$ cat src/design/lhp_pkg.sv
`timescale 1ns / 1ps

package lhp_pkg;

    // Buffer framing
    localparam int unsigned PrefixLen  = 16;
    localparam int unsigned MinLength  = PrefixLen + 2;
    localparam int unsigned PosWidth   = 5;
    localparam int unsigned CountWidth = 31;
    localparam int unsigned DataWidth  = 8;

    localparam logic [DataWidth-1:0] NewlineByte = 8'h0A;
    localparam logic [DataWidth-1:0] DigitZero   = 8'h30;
    localparam logic [DataWidth-1:0] DigitNine   = 8'h39;

    // Header parse phases
    typedef enum logic [1:0] {
        PH_PREFIX = 2'd0,
        PH_DIGITS = 2'd1,
        PH_DONE   = 2'd2,
        PH_FAIL   = 2'd3
    } t_phase;

    // One result: tag flag and layer count
    typedef struct packed {
        logic [CountWidth-1:0] layer_count;
        logic                  is_tagged;
    } t_result;

    // Fixed header prefix, one byte per position
    function automatic logic [DataWidth-1:0] prefix_byte(input logic [3:0] idx);
        logic [DataWidth-1:0] b;
        case (idx)
            4'd0:    b = 8'h4D;
            4'd1:    b = 8'h45;
            4'd2:    b = 8'h4A;
            4'd3:    b = 8'h49;
            4'd4:    b = 8'h4E;
            4'd5:    b = 8'h45;
            4'd6:    b = 8'h4E;
            4'd7:    b = 8'h43;
            4'd8:    b = 8'h7C;
            4'd9:    b = 8'h6C;
            4'd10:   b = 8'h61;
            4'd11:   b = 8'h79;
            4'd12:   b = 8'h65;
            4'd13:   b = 8'h72;
            4'd14:   b = 8'h73;
            default: b = 8'h3D;
        endcase
        return b;
    endfunction

endpackage

$ cat src/design/lhp_in_reg.sv
`timescale 1ns / 1ps

module lhp_in_reg (
    input  logic                           i_clk,
    input  logic                           i_rst_n,
    input  logic                           i_valid,
    output logic                           o_ready,
    input  logic [lhp_pkg::DataWidth-1:0]  i_byte,
    input  logic                           i_last,
    input  logic                           i_advance,
    output logic                           o_valid,
    output logic [lhp_pkg::DataWidth-1:0]  o_byte,
    output logic                           o_last
);

    logic                          r_valid;
    logic [lhp_pkg::DataWidth-1:0] r_byte;
    logic                          r_last;

    // Slot is free when empty or when the held request moves on this cycle
    assign o_ready = !r_valid || i_advance;

    always_ff @(posedge i_clk) begin
        if (!i_rst_n) begin
            r_valid <= 1'b0;
        end else if (o_ready) begin
            r_valid <= i_valid;
        end
    end

    always_ff @(posedge i_clk) begin
        if (o_ready && i_valid) begin
            r_byte <= i_byte;
            r_last <= i_last;
        end
    end

    assign o_valid = r_valid;
    assign o_byte  = r_byte;
    assign o_last  = r_last;

endmodule

$ cat src/design/lhp_parse.sv
`timescale 1ns / 1ps

module lhp_parse (
    input  logic                          i_clk,
    input  logic                          i_rst_n,
    input  logic                          i_fire,
    input  logic [lhp_pkg::DataWidth-1:0] i_byte,
    input  logic                          i_last,
    output lhp_pkg::t_result              o_result
);

    localparam logic [lhp_pkg::PosWidth-1:0] PosSat =
        lhp_pkg::PosWidth'(lhp_pkg::MinLength);
    localparam logic [lhp_pkg::PosWidth-1:0] PosLastPrefix =
        lhp_pkg::PosWidth'(lhp_pkg::PrefixLen - 1);
    localparam int unsigned ProdWidth = lhp_pkg::CountWidth + 4;

    lhp_pkg::t_phase                 r_phase, n_phase;
    logic [lhp_pkg::PosWidth-1:0]    r_pos, n_pos;
    logic [lhp_pkg::CountWidth-1:0]  r_acc, n_acc;
    logic                            r_ovf, n_ovf;
    logic                            r_dig, n_dig;

    logic                            is_digit;
    logic [ProdWidth-1:0]            prod;

    assign is_digit = (i_byte >= lhp_pkg::DigitZero) && (i_byte <= lhp_pkg::DigitNine);

    // acc * 10 + digit as two shifts and adds
    assign prod = {1'b0, r_acc, 3'b000} + {3'b000, r_acc, 1'b0}
                + ProdWidth'(i_byte - lhp_pkg::DigitZero);

    // Next state for the current byte
    always_comb begin
        n_phase = r_phase;
        n_acc   = r_acc;
        n_ovf   = r_ovf;
        n_dig   = r_dig;
        n_pos   = (r_pos < PosSat) ? r_pos + 1'b1 : r_pos;
        unique case (r_phase)
            lhp_pkg::PH_PREFIX: begin
                if (i_byte != lhp_pkg::prefix_byte(r_pos[3:0])) begin
                    n_phase = lhp_pkg::PH_FAIL;
                end else if (r_pos == PosLastPrefix) begin
                    n_phase = lhp_pkg::PH_DIGITS;
                end
            end
            lhp_pkg::PH_DIGITS: begin
                if (i_byte == lhp_pkg::NewlineByte) begin
                    n_phase = lhp_pkg::PH_DONE;
                end else if (is_digit) begin
                    n_dig = 1'b1;
                    if (!r_ovf) begin
                        // Anything above 31 bits overflows
                        if (prod[ProdWidth-1:lhp_pkg::CountWidth] != '0) begin
                            n_ovf = 1'b1;
                        end else begin
                            n_acc = prod[lhp_pkg::CountWidth-1:0];
                        end
                    end
                end else begin
                    n_phase = lhp_pkg::PH_FAIL;
                end
            end
            lhp_pkg::PH_DONE,
            lhp_pkg::PH_FAIL: begin
            end
            default: begin
            end
        endcase
    end

    // Result seen on the last byte of a buffer
    always_comb begin
        o_result.is_tagged   = (n_phase == lhp_pkg::PH_DONE) && (n_pos >= PosSat);
        o_result.layer_count = (o_result.is_tagged && n_dig && !n_ovf) ? n_acc : '0;
    end

    // State registers; the last byte restarts for the next buffer
    always_ff @(posedge i_clk) begin
        if (!i_rst_n) begin
            r_phase <= lhp_pkg::PH_PREFIX;
            r_pos   <= '0;
            r_acc   <= '0;
            r_ovf   <= 1'b0;
            r_dig   <= 1'b0;
        end else if (i_fire) begin
            if (i_last) begin
                r_phase <= lhp_pkg::PH_PREFIX;
                r_pos   <= '0;
                r_acc   <= '0;
                r_ovf   <= 1'b0;
                r_dig   <= 1'b0;
            end else begin
                r_phase <= n_phase;
                r_pos   <= n_pos;
                r_acc   <= n_acc;
                r_ovf   <= n_ovf;
                r_dig   <= n_dig;
            end
        end
    end

endmodule

$ cat src/design/lhp_out_reg.sv
`timescale 1ns / 1ps

module lhp_out_reg (
    input  logic             i_clk,
    input  logic             i_rst_n,
    input  logic             i_load,
    input  lhp_pkg::t_result i_result,
    input  logic             i_ready,
    output logic             o_free,
    output logic             o_valid,
    output lhp_pkg::t_result o_result
);

    logic             r_valid;
    lhp_pkg::t_result r_result;

    // Room for a new result when empty or being drained
    assign o_free = !r_valid || i_ready;

    always_ff @(posedge i_clk) begin
        if (!i_rst_n) begin
            r_valid <= 1'b0;
        end else if (i_load) begin
            r_valid <= 1'b1;
        end else if (i_ready) begin
            r_valid <= 1'b0;
        end
    end

    always_ff @(posedge i_clk) begin
        if (i_load) begin
            r_result <= i_result;
        end
    end

    assign o_valid  = r_valid;
    assign o_result = r_result;

endmodule

$ cat src/design/layer_header_parser_top.sv
`timescale 1ns / 1ps
// A last byte passes through the input register, and its result is then held in the result
// register until it is read.
// Throughput: one byte per cycle, save where a last byte waits as below; the times-ten accumulate is combinational.
// A last byte waits in the input register only while a previous result is unread.
// Reset (synchronous, active low) empties both registers and restarts header parsing.

module layer_header_parser_top (
    input  logic        i_clk,
    input  logic        i_rst_n,
    input  logic        i_s_axis_tvalid,
    output logic        o_s_axis_tready,
    input  logic [7:0]  i_s_axis_tdata,    // [7:0] data_byte
    input  logic        i_s_axis_tlast,    // last_byte
    output logic        o_m_axis_tvalid,
    input  logic        i_m_axis_tready,
    output logic [31:0] o_m_axis_tdata     // [0] is_tagged, [31:1] layer_count
);

    logic                          in_valid;
    logic [lhp_pkg::DataWidth-1:0] in_byte;
    logic                          in_last;
    logic                          out_free;
    logic                          advance;
    lhp_pkg::t_result              step_result;
    lhp_pkg::t_result              out_result;

    // Held byte moves on unless it needs a busy result slot
    assign advance = in_valid && (!in_last || out_free);

    lhp_in_reg u_in_reg (
        .i_clk     (i_clk),
        .i_rst_n   (i_rst_n),
        .i_valid   (i_s_axis_tvalid),
        .o_ready   (o_s_axis_tready),
        .i_byte    (i_s_axis_tdata),
        .i_last    (i_s_axis_tlast),
        .i_advance (advance),
        .o_valid   (in_valid),
        .o_byte    (in_byte),
        .o_last    (in_last)
    );

    lhp_parse u_parse (
        .i_clk    (i_clk),
        .i_rst_n  (i_rst_n),
        .i_fire   (advance),
        .i_byte   (in_byte),
        .i_last   (in_last),
        .o_result (step_result)
    );

    lhp_out_reg u_out_reg (
        .i_clk    (i_clk),
        .i_rst_n  (i_rst_n),
        .i_load   (advance && in_last),
        .i_result (step_result),
        .i_ready  (i_m_axis_tready),
        .o_free   (out_free),
        .o_valid  (o_m_axis_tvalid),
        .o_result (out_result)
    );

    assign o_m_axis_tdata = {out_result.layer_count, out_result.is_tagged};

endmodule

$ cat config.mk
export PLATFORM = sky130hd
export DESIGN_NAME = layer_header_parser_top
export DESIGN_NICKNAME = d
export VERILOG_FILES = /design/src/design/lhp_pkg.sv /design/src/design/lhp_in_reg.sv /design/src/design/lhp_parse.sv /design/src/design/lhp_out_reg.sv /design/src/design/layer_header_parser_top.sv
export SDC_FILE = /design/constraint.sdc
export NUM_CORES = 1
export LEC_CHECK = 0
export BUFFER_PORTS_ARGS = -buffer_cell sky130_fd_sc_hd__buf_2
export CELL_PAD_IN_SITES_DETAIL_PLACEMENT = 1
export CELL_PAD_IN_SITES_GLOBAL_PLACEMENT = 1
export CORE_MARGIN = 3
export CORE_UTILIZATION = 48
export DETAILED_ROUTE_END_ITERATION = 6
export GPL_TIMING_DRIVEN = 0
export PLACE_DENSITY_LB_ADDON = 0.15
export RECOVER_POWER = 100
export SLEW_MARGIN = 20
export SYNTH_ARGS = -nofsm -noshare
export SYNTH_HDL_FRONTEND = slang
export SYNTH_SLANG_ARGS = --single-unit
$ cat constraint.sdc
create_clock -name i_clk -period 7.3 [get_ports i_clk]
set_input_delay 0.73 -clock i_clk [delete_from_list [all_inputs] [get_ports i_clk]]
set_output_delay 0.73 -clock i_clk [all_outputs]
set_load 0.02 [all_outputs]
=== After elaboration in Yosys (flattened, before gate mapping) ===
Memory sizes are Yosys's and may differ from the RTL's. A register that Yosys moved wholly into a read port is not among the register bits.
Index checks and enable logic that the tools add are counted.

* Memory bits (read-only): 112
* Register bits: 83
* Output and inout bits: 34
* Memories: 1
* Input bits: 13

{| class="wikitable"
|+ Memory list
! name !! depth !! width !! read ports !! clocked after memory_dff !! wr ports !! line !! source
|-
| (no name shown) || 16 || 7 || 1 || 1 || 0 || lhp_pkg.sv:33 || <nowiki>case (idx)</nowiki>
|}

* Magnitude comparators: 4
* Reductions and logical operators: 17
* Add/sub/neg operators: 4
* Mux-type cells: 29
* Equal/unequal tests: 5

{| class="wikitable"
|+ Operators with widths
! cell !! number
|-
| $mux W31 || 6
|-
| $add A34 B32 Y35 || 1
|-
| $add A35 B35 Y35 || 1
|-
| $mux W1 || 12
|-
| $mux W2 || 5
|-
| $mux W5 || 2
|-
| $sub A8 B6 Y9 const B || 1
|-
| $eq A8 B4 Y1 const B || 1
|-
| $ge A8 B6 Y1 const B || 1
|-
| $le A8 B6 Y1 const B || 1
|-
| $mux W4 || 2
|-
| $mux W8 || 1
|-
| $ne A8 B8 Y1 || 1
|-
| $logic_and A1 B1 Y1 || 7
|-
| $add A5 B1 Y5 const B || 1
|-
| $eq A5 B4 Y1 const B || 1
|-
| $ge A5 B5 Y1 const B || 1
|-
| $lt A5 B5 Y1 const B || 1
|-
| $logic_not A1 Y1 || 4
|-
| $pmux W2 S2 || 1
|-
| $reduce_bool A4 Y1 || 1
|-
| $logic_or A1 B1 Y1 || 3
|-
| $eq A2 B1 Y1 const B || 1
|-
| $eq A2 B2 Y1 const B || 1
|-
| other kinds (2) || 2
|}

=== Depth between registers and ports, before layout ===
Gate-level depths: netlist (run 1).

* Depth after elaboration: 10
* Mapped depth: 17

=== Cells and area by module ===
From an unflattened synthesis (run 1), not the netlist that was laid out.

* Cell total of the unflattened synthesis: 800
* Area total of the unflattened synthesis: 7,504.7 µm²

{| class="wikitable"
|+ By module, submodules not included
! module !! sequential area each (µm²) !! cells an instance !! area an instance (µm²) !! times used
|-
| lhp_parse || 940.9 || 747 || 6,148.4 || 1
|-
| lhp_out_reg || 980.9 || 36 || 1,009.7 || 1
|-
| lhp_in_reg || 290.3 || 14 || 327.8 || 1
|-
| layer_header_parser_top || 0.0 || 3 || 18.8 || 1
|}

=== Worst setup path after synthesis (run 1) ===
No wires, ideal clock.

* Kind: register to register
* Start: register u_in_reg.r_byte (netlist bit u_in_reg.o_byte[4])
* End: register u_out_reg.r_result (netlist bit u_out_reg.o_result[22]), data pin
* Path buffers: 2
* Arrival time: 4.930 ns
* Clock period less this slack: 5.186 ns
* Stages on the path, launching flop included: 17
* Data required time: 7.043 ns
* Slack: 2.114 ns
* Cell sequence: edfxtp_1 ha_1 or3_1 inv_1 fa_1 ha_1 clkbuf_2 and3_1 nand3_1 o211ai_2 o211ai_2 a211oi_1 or4_4 a2111oi_4 buf_6 mux2i_1 nor2_1

* Word-level cells in the longest chain between the ends: 10
* Elaborated cells on any way between the ends: 30
* Classes of those cells: add/sub (2); order compare (2); eq/ne (3); mux (17); reduce/logical (6)

{| class="wikitable"
|+ Ends and longest elaborated chain
! element !! line !! source
|-
| start: declaration || lhp_in_reg.sv:17 || <nowiki>logic [lhp_pkg::DataWidth-1:0] r_byte;</nowiki>
|-
| start signal: assignment || lhp_in_reg.sv:33 || <nowiki>r_byte <= i_byte;</nowiki>
|-
| $sub A8 B6 Y9 || lhp_parse.sv:31 || <nowiki>+ ProdWidth'(i_byte - lhp_pkg::DigitZero);</nowiki>
|-
| $add A35 B35 Y35 || lhp_parse.sv:31 ||
|-
| $reduce_bool A4 Y1 || lhp_parse.sv:55 || <nowiki>if (prod[ProdWidth-1:lhp_pkg::CountWidth] != '0) begin</nowiki>
|-
| $mux W1 || lhp_parse.sv:55 ||
|-
| $mux W1 || lhp_parse.sv:53 || <nowiki>if (!r_ovf) begin</nowiki>
|-
| $mux W1 || lhp_parse.sv:51 || <nowiki>end else if (is_digit) begin</nowiki>
|-
| $mux W1 || lhp_parse.sv:49 || <nowiki>if (i_byte == lhp_pkg::NewlineByte) begin</nowiki>
|-
| $mux W1 || lhp_parse.sv:40 || <nowiki>unique case (r_phase)</nowiki>
|-
| $logic_not A1 Y1 || lhp_parse.sv:76 || <nowiki>o_result.layer_count = (o_result.is_tagged && n_dig && !n_ovf) ? n_acc : '0;</nowiki>
|-
| $logic_and A1 B1 Y1 || lhp_parse.sv:76 ||
|-
| end signal: assignment || lhp_out_reg.sv:32 || <nowiki>r_result <= i_result;</nowiki>
|-
| end: declaration || lhp_out_reg.sv:15 || <nowiki>lhp_pkg::t_result r_result;</nowiki>
|}

Parallel ways exist; a longest one is shown, timed or not.
A chain may end at the register's enable or synchronous reset.

=== Worst setup path after layout (run 1) ===
* Start: register u_in_reg.r_byte (netlist bit u_in_reg.o_byte[4])
* End: register u_parse.r_acc[0] (netlist bit)

* Word-level cells in the longest chain between the ends: 9
* Elaborated cells on any way between the ends: 13
* Classes of those cells: add/sub (2); order compare (2); eq/ne (1); mux (6); reduce/logical (2)

{| class="wikitable"
|+ Ends and longest elaborated chain
! element !! line !! source
|-
| $sub A8 B6 Y9 || lhp_parse.sv:31 ||
|-
| $add A35 B35 Y35 || lhp_parse.sv:31 ||
|-
| $reduce_bool A4 Y1 || lhp_parse.sv:55 ||
|-
| $mux W31 || lhp_parse.sv:55 ||
|-
| $mux W31 || lhp_parse.sv:53 ||
|-
| $mux W31 || lhp_parse.sv:51 ||
|-
| $mux W31 (*) || lhp_parse.sv:49 ||
|-
| $mux W31 (*) || lhp_parse.sv:40 ||
|-
| $mux W31 (*) || lhp_parse.sv:88 || <nowiki>if (i_last) begin</nowiki>
|-
| end signal: assignment || lhp_parse.sv:97 || <nowiki>r_acc <= n_acc;</nowiki>
|-
| end: declaration || lhp_parse.sv:20 || <nowiki>logic [lhp_pkg::CountWidth-1:0] r_acc, n_acc;</nowiki>
|}

Every way passes the cells marked *; elsewhere a longest branch is shown, timed or not.

==> impl_metrics.csv, run 1 <==
group,metric,value,unit
finish,layout-drive-gt1-share,0.0771,
pwr,power_dens_cells,149,mW/mm^2
grt,grt_max_degree,34,
synthesis,synth_top_flop_cell,"dfxtp_1",
grt,number_of_global_route_vias_before_repair,5505,
pwr,switchingPower,274,uW
sta,finalSetupTns,0,ns
finish,antenna-diode-count,0,
sta,setup_viol,0,
synthesis,syn-cell-area,0.00653,sq mm
pwr,vdd_drop_max,0.103,mV
clock_tree,clock_tree.htree_level_count,3,
sta,period_minus_slack,6.51,ns
clock_tree,cts_setup_buffers,0,
route,drt_drc_violations_left,1,
route,detail_route.wirelength,17100,um
pwr,static-leakage-power,0.00296,uW
synthesis,synth-edff-count,41,
sta,clock-skew-final,0.00922,ns
status,outcome,"complete, but fails checks",
setup_path,worst-setup-path-type,"reg2reg",
floorplanning,placeableCoreArea,0.0130,sq mm
setup_path,critical_path_peak_fanout,25,
floorplanning,die_area,0.0150,sq mm
finish,layout_common_cells,"nor2_1, dfxtp_1, inv_1",
pwr,switching_share,0.256,
sta,worst_pin_slew,1.43,ns
grt,globalRouteTotalUtil,0.241,
flow_run,cap_violations,0,
floorplanning,row_count,41,
setup_path,capturing_element_type_of_the_critical_path,"register",
clock_tree,cts_buffers,9,
clock_tree,number_of_buffers_added_to_fix_hold_violations_after_cts,0,
synthesis,syn_area_per_cell,9.82,sq um
clock_tree,clkSinkCount,90,
route,drt-vias-per-instance,5.91,
sta,rsz0062_at_grt,"no",
clock_tree,ctsResizeCount,0,
place,placed_wire_length_estimate_after_detailed_placement,13100,um
clock_tree,clk_latency,0.36,ns
route,final_antenna_net_count,0,
route,vias,5304,
synthesis,netlist_instances,665,
sta,final.period_utilization,0.892,
clock_tree,clk_pin_slew_worst_paths,0.07,ns
clock_tree,cts-root-buf,"clkbuf_16",
pwr,seqPwrFrac,0.506,
route,post_drt_wl_per_cell,19.0,um
sta,max_clock_freq,154,MHz
setup_path,timing.critical_path.from_type,"register",
finish,stdcell_area,0.00719,sq mm
synthesis,synthesis.nets,753,
floorplanning,floorplan.initialDensity,0.503,
synthesis,seq_area_frac_synth,0.339,
floorplanning,fp.dieW,123,um
finish,finish.net_count,810,
grt,grt-ovfl-total,0,
pwr,portion_of_total_power_attributed_to_the_clock_network,0.396,
pwr,internal_power,798,uW
sta,max_slew_margin,0.0488,
synthesis,number_of_library_cell_types_mapped_by_synthesis,67,
clock_tree,cts_tree,"yes",
synthesis,yosysWarningCount,0,
setup_path,ff2ff_path_depth,14,
sta,finalHoldViolations,0,
finish,final_core_util,0.554,
sta,timing.final.max_slew_violations,0,
finish,layout.cells.most_common,"nor2_1",
synthesis,synth-seq-cells,90,
finish,area.growth.synth_to_final,10.1,%
pwr,share_comb_of_total_power,0.098,
grt,grt_antenna_before_repair,0,
setup_path,worst-endpoint-required,7.60,ns
route,count_of_routing_violations_after_the_opening_detailed_route_iteration,281,
floorplanning,die_height,123,um
pwr,total_power,1070,uW
status,violated_checks,"DRC",
floorplanning,floorplan.io_pins,47,
route,dr.pass1.iters,7,
synthesis,synth_async_sr_flop_share,0,
place,post_dp_cell_area,0.00698,sq mm
grt,first_pass_grt_wire_length,28400,um
place,io_buffer_count,46,
worst_hold_path,min_path_type,"reg2reg",
worst_hold_path,hold-path-cell-count,2,
clock_tree,cts_max_path_buffers,2,
setup_path,worstPathArrival,6.82,ns
place,place.gp.congestion,0.905,
logic make-up (layout without fill, tap and decap cells):
kind of cell             Yosys count  in the layout  share of synthesized area
AND/OR/NAND/NOR                  174            174                      0.128
XOR/XNOR                          31             31                     0.0416
adder cells (fa/ha/maj)           75             75                      0.178
buffers and inverters             71            132                     0.0479
flip-flops                        90             90                      0.339
multiplexers                      32             32                     0.0492
AO/OA/AOI/OAI                    192            192                      0.216
worst paths after layout:
| path | startpoint | to | slack (ns) |
|---|---|---|---|
| setup / recovery | u_in_reg.o_byte[4] | u_parse.r_acc[0] | 0.79 |
| hold / removal | u_parse.r_dig | u_parse.r_dig | 0.51 |
| setup reg to reg | u_in_reg.o_byte[4] | u_parse.r_acc[0] | 0.79 |
| hold reg to reg | u_parse.r_dig | u_parse.r_dig | 0.51 |
registers in the layout, indices dropped and copies added, names as in the netlist, named ones only:
name	flops
u_in_reg.o_byte	8
u_in_reg.o_last	1
u_in_reg.o_valid	1
u_out_reg.o_result	32
u_out_reg.o_valid	1
u_parse.r_acc	31
u_parse.r_dig	1
u_parse.r_ovf	1
u_parse.r_phase	2
u_parse.r_pos	5
through the flow:
| stage | setup WS (ns) | cells | hold slack, ns |
|---|---|---|---|
| 2_1_floorplan | 2.11 | 665 | 0.441 |
| 3_3_place_gp | 1.04 | 883 | 0.457 |
| 3_5_place_dp | 1.35 | 883 | 0.489 |
| 4_1_cts | 1.32 | 898 | 0.507 |
| 5_1_grt | 0.493 | 898 | 0.531 |
| 6_report | 0.786 | 898 | 0.508 |
cells in the mapped netlist (6+ instances only):
cell | n | area share
nand3_1 | 14 | 0.011
xnor2_1 | 11 | 0.015
xor2_1 | 20 | 0.027
fa_1 | 30 | 0.092
edfxtp_1 | 41 | 0.19
a21o_1 | 14 | 0.016
nand2_1 | 40 | 0.023
inv_1 | 48 | 0.028
a21boi_0 | 7 | 0.0080
a211oi_1 | 8 | 0.0092
o21a_1 | 7 | 0.0080
o31ai_1 | 6 | 0.0069
ha_1 | 45 | 0.086
nor2_1 | 63 | 0.036
a22o_1 | 32 | 0.043
mux2i_1 | 31 | 0.048
buf_2 | 8 | 0.0061
clkbuf_1 | 7 | 0.0040
dfxtp_1 | 49 | 0.15
nand2b_1 | 6 | 0.0057
a21oi_1 | 40 | 0.031
nor2b_1 | 10 | 0.0096
o21ai_0 | 31 | 0.024
critical path, stage by stage (launching register included):
cell and delay (ns):
edfxtp_1 0.51, ha_1 0.31, or3_1 0.40, inv_1 0.99
fa_1 0.59, ha_1 0.29, clkbuf_1 0.30, nand4_1 0.22
or4_1 0.55, a211oi_1 0.46, o21ai_0 0.19, o311a_1 0.22
a2111oi_0 0.78, and2_0 0.44, a22o_1 0.19
layer usage:
layer,vias up,wire length [um],global-route usage
li1,2530,-,-
met1,2661,8120,0.333
met2,96,8140,0.394
met3,17,556,0.0295
met4,0,272,0.0805
met5,-,0,0
layout make-up:
cell class                 count  area [sq um]
timing repair buffer          46           186
sequential                    90          2210
tap                          172           215
clock buffer                  12           236
clock inverter                 3          20.0
inverter                      48           180
buffer                        23           131
fill                        1496          5790
multi-input combinational    504          4010
power groups by stage:
stage | logic [uW] | registers [uW] | clock network [uW]
after floorplan | 68.6 | 556 | 0
after global placement | 98.9 | 552 | 0
after detailed placement | 105 | 553 | 0
after CTS | 106 | 541 | 436
after global routing | 117 | 543 | 458
final | 105 | 542 | 425
Power figures use the tool's default switching activity.
==> run 2, diff against run 1 <==
--- a/config.mk
+++ b/config.mk
@@ -5,11 +5,12 @@
 export SDC_FILE = /design/constraint.sdc
 export NUM_CORES = 1
 export LEC_CHECK = 0
+export ABC_AREA = 1
 export BUFFER_PORTS_ARGS = -buffer_cell sky130_fd_sc_hd__buf_2
 export CELL_PAD_IN_SITES_DETAIL_PLACEMENT = 1
 export CELL_PAD_IN_SITES_GLOBAL_PLACEMENT = 1
 export CORE_MARGIN = 3
-export CORE_UTILIZATION = 48
+export CORE_UTILIZATION = 46
 export DETAILED_ROUTE_END_ITERATION = 6
 export GPL_TIMING_DRIVEN = 0
 export PLACE_DENSITY_LB_ADDON = 0.15
==> run 2 against run 1 <==
- the flow finishes with violations (capacitance limit, slew limit)
- total power grew 8.7%
- global-route usage is 2.3 points higher
- clock skew up 0.0016 ns
- critical path depth grew 11
- hold slack worse by 0.038 ns
- sequential power hardly changed
- sequential cell count unchanged
- register-to-register slack gained 0.88 ns
- combinational power increased by 28%
- via count rose by 26%
==> impl_metrics.csv, run 2 <==
group,metric,value,unit
status,outcome,"complete, but fails checks",
status,violated_checks,"capacitance limit, slew limit",
setup_path,worst-path-buf-inv,5,
synthesis,syn_area_per_cell,7.34,sq um
setup_path,ff2ff_path_depth,25,
flow_run,cap_violations,1,
floorplanning,row_count,45,
floorplanning,placeableCoreArea,0.0154,sq mm
synthesis,synthTopCellsByCount,"nand2_1, inv_1, a21oi_1",
sta,max_slew_margin,-0.100,
grt,grt_antenna_before_repair,0,
grt,first_pass_grt_wire_length,36300,um
finish,layout.cells.most_common,"nand2_1",
synthesis,yosysWarningCount,0,
finish,layoutNonFillerInstCount,1270,
worst_hold_path,hold-path-cell-count,2,
synthesis,syn-cell-area,0.00730,sq mm
setup_path,critical-path-slowest-cell,"nor2_1",
setup_path,most_frequent_cp_cell,"nand2_1",
route,dr.pass1.iters,5,
synthesis,synth_top_area_cell,"edfxtp_1",
floorplanning,floorplan.initialDensity,0.475,
finish,antenna-diode-count,0,
route,post_drt_wl_per_cell,17.7,um
place,io_buffer_count,46,
clock_tree,clk_pin_slew_worst_paths,0.07,ns
pwr,internal_power,832,uW
clock_tree,ctsResizeCount,0,
clock_tree,cts_max_path_buffers,2,
floorplanning,fp.dieW,132,um
pwr,seqPwrFrac,0.464,
place,place.gp.congestion,0.962,
sta,worst_pin_slew,1.64,ns
sta,setup_viol,0,
sta,finalHoldViolations,0,
worst_hold_path,hold_start,"u_parse.r_acc[2]",
setup_path,reg2reg_slack,1.67,ns
sta,period_minus_slack,5.63,ns
clock_tree,cts-root-buf,"clkbuf_16",
pwr,vdd_drop_max,0.102,mV
finish,final.fill_count,2030,
clock_tree,clkSinkCount,90,
finish,stdcell_area,0.00802,sq mm
setup_path,worstPathArrival,5.88,ns
setup_path,worst-endpoint-required,7.54,ns
pwr,static-leakage-power,0.00380,uW
finish,largest_register_ffs,32,
finish,multi_input_area,0.00426,sq mm
setup_path,cpPeakStageDelay,1.21,ns
setup_path,critical_path_peak_fanout,14,
synthesis,seq_area_frac_synth,0.303,
sta,timing.final.max_slew_violations,13,
place,post_dp_cell_area,0.00786,sq mm
synthesis,yosys.cell_count.top_type,"nand2_1",
floorplanning,die_height,132,um
finish,ff_latch_area,0.00221,sq mm
setup_path,timing.rr.start,"u_in_reg.o_byte[7]",
route,vias,6688,
clock_tree,cts_setup_buffers,0,
route,drt_drc_violations_left,0,
setup_path,r2r_end,"u_parse.r_acc[14]",
place,placedCellCount,1254,
setup_path,timing.critical_path.max_delay_family,"simple AND/OR/NAND/NOR gates",
sta,finalHoldWorstSlack,0.470,ns
route,count_of_routing_violations_after_the_opening_detailed_route_iteration,396,
floorplanning,die_area,0.0174,sq mm
clock_tree,clk_latency,0.37,ns
pwr,switchingPower,333,uW
synthesis,synth-edff-count,41,
grt,globalRouteTotalUtil,0.265,
grt,grt_max_degree,18,
finish,layout_common_cells,"nand2_1, inv_1, a21oi_1",
floorplanning,floorplan.io_pins,47,
pwr,switching_share,0.286,
route,drt-vias-per-instance,5.27,
grt,grt-ovfl-total,0,
clock_tree,clock_tree.htree_level_count,3,
clock_tree,cts_tree,"yes",
synthesis,synth_top_flop_cell,"dfxtp_1",
setup_path,capturing_element_type_of_the_critical_path,"register",
sta,rsz0062_at_grt,"no",
place,placed_wire_length_estimate_after_detailed_placement,17600,um
pwr,power_dens_cells,145,mW/mm^2
worst_hold_path,min_path_type,"reg2reg",
pwr,portion_of_total_power_attributed_to_the_clock_network,0.421,
synthesis,netlist.area_leader.share,0.169,
setup_path,worst-setup-path-type,"reg2reg",
synthesis,post_synth_main_area_contributors,"edfxtp_1, nand2_1, dfxtp_1",
route,final_antenna_net_count,0,
pwr,total_power,1160,uW
synthesis,synthesis.nets,1083,
grt,number_of_global_route_vias_before_repair,6916,
setup_path,timing.critical_path.from_type,"register",
route,detail_route.wirelength,22500,um
sta,clock-skew-final,0.0109,ns
worst_hold_path,worst_hold_path.endpoint,"u_parse.r_acc[2]",
clock_tree,cts_buffers,9,
finish,finish.net_count,1142,
synthesis,number_of_library_cell_types_mapped_by_synthesis,45,
finish,layout-drive-gt1-share,0.0765,
sta,final.period_utilization,0.772,
synthesis,synth_async_sr_flop_share,0,
synthesis,netlist_instances,995,
sta,max_clock_freq,177,MHz
sta,finalSetupTns,0,ns
pwr,share_comb_of_total_power,0.115,
finish,area.growth.synth_to_final,9.82,%
synthesis,synth-seq-cells,90,
clock_tree,number_of_buffers_added_to_fix_hold_violations_after_cts,0,
-- run 2: cell types whose count changed after synthesis, sizes merged, moves of 22 or more --
cell and delta:
a21oi +39, mux2i -30, o21ai -22, nand2 +283, nand4 +31, a22o -32
nand3 +39, inv +115
-- run 2: kinds of logic after synthesis --
logic type                 synth area share
and+or+nand+nor                       0.300
adders and majority gates             0.159
buffers and inverters                 0.107
DFF                                   0.303
muxes                               0.00137
AOI/OAI and AO/OA                    0.0934
xor gates and xnor gates             0.0360
-- run 2: power by group through the flow --
stage	registers (uW)	clock network, uW	logic, uW
after floorplan	556	0	84.0
after global placement	551	0	129
after detailed placement	552	0	136
after CTS	540	493	138
after global routing	541	514	147
final	540	490	134
-- run 2: area by class of cell --
type	instances	share of cell area
Clock buffer	11	0.0317
Sequential cell	90	0.276
Timing Repair Buffer	48	0.0273
Multi-Input combinational cell	717	0.531
Buffer	25	0.0192
Clock inverter	5	0.00546
Inverter	163	0.0763
Tap cell	211	0.0329
-- run 2: tightest hold or removal path: stages (launching register included) --
cell and delay [ns]:
dfxtp_1 0.31, nand2_1 0.06, a21oi_1 0.05
-- run 2: through the flow --
| step | worst slack, ns | utilization |
|---|---|---|
| after global routing | 1.19 | 0.522 |
| after floorplan | 2.49 | - |
| after detailed placement | 2.77 | 0.511 |
| after CTS | 2.72 | 0.531 |
| final | 1.67 | 0.522 |
| after global placement | 1.19 | 0.507 |
-- run 2: worst max-delay path by stage --
stage                  startpoint                     end  slack [ns]  cells after the start
4_1_cts        u_in_reg.o_byte[6]  u_out_reg.o_result[20]        2.72                     23
6_report       u_in_reg.o_byte[7]       u_parse.r_acc[14]        1.67                     25
3_5_place_dp   u_in_reg.o_byte[6]  u_out_reg.o_result[20]        2.77                     22
5_1_grt        u_in_reg.o_byte[6]  u_out_reg.o_result[24]        1.19                     23
3_3_place_gp   u_in_reg.o_byte[4]  u_out_reg.o_result[20]        1.19                     15
2_1_floorplan  u_in_reg.o_byte[4]   u_out_reg.o_result[7]        2.49                     21
-- run 2: routing by layer --
layer	up-vias	part of all wire	track usage
li1	3285	-	-
met1	3243	0.48	0.362
met2	123	0.46	0.436
met3	37	0.032	0.0290
met4	0	0.025	0.0968
met5	-	0	0
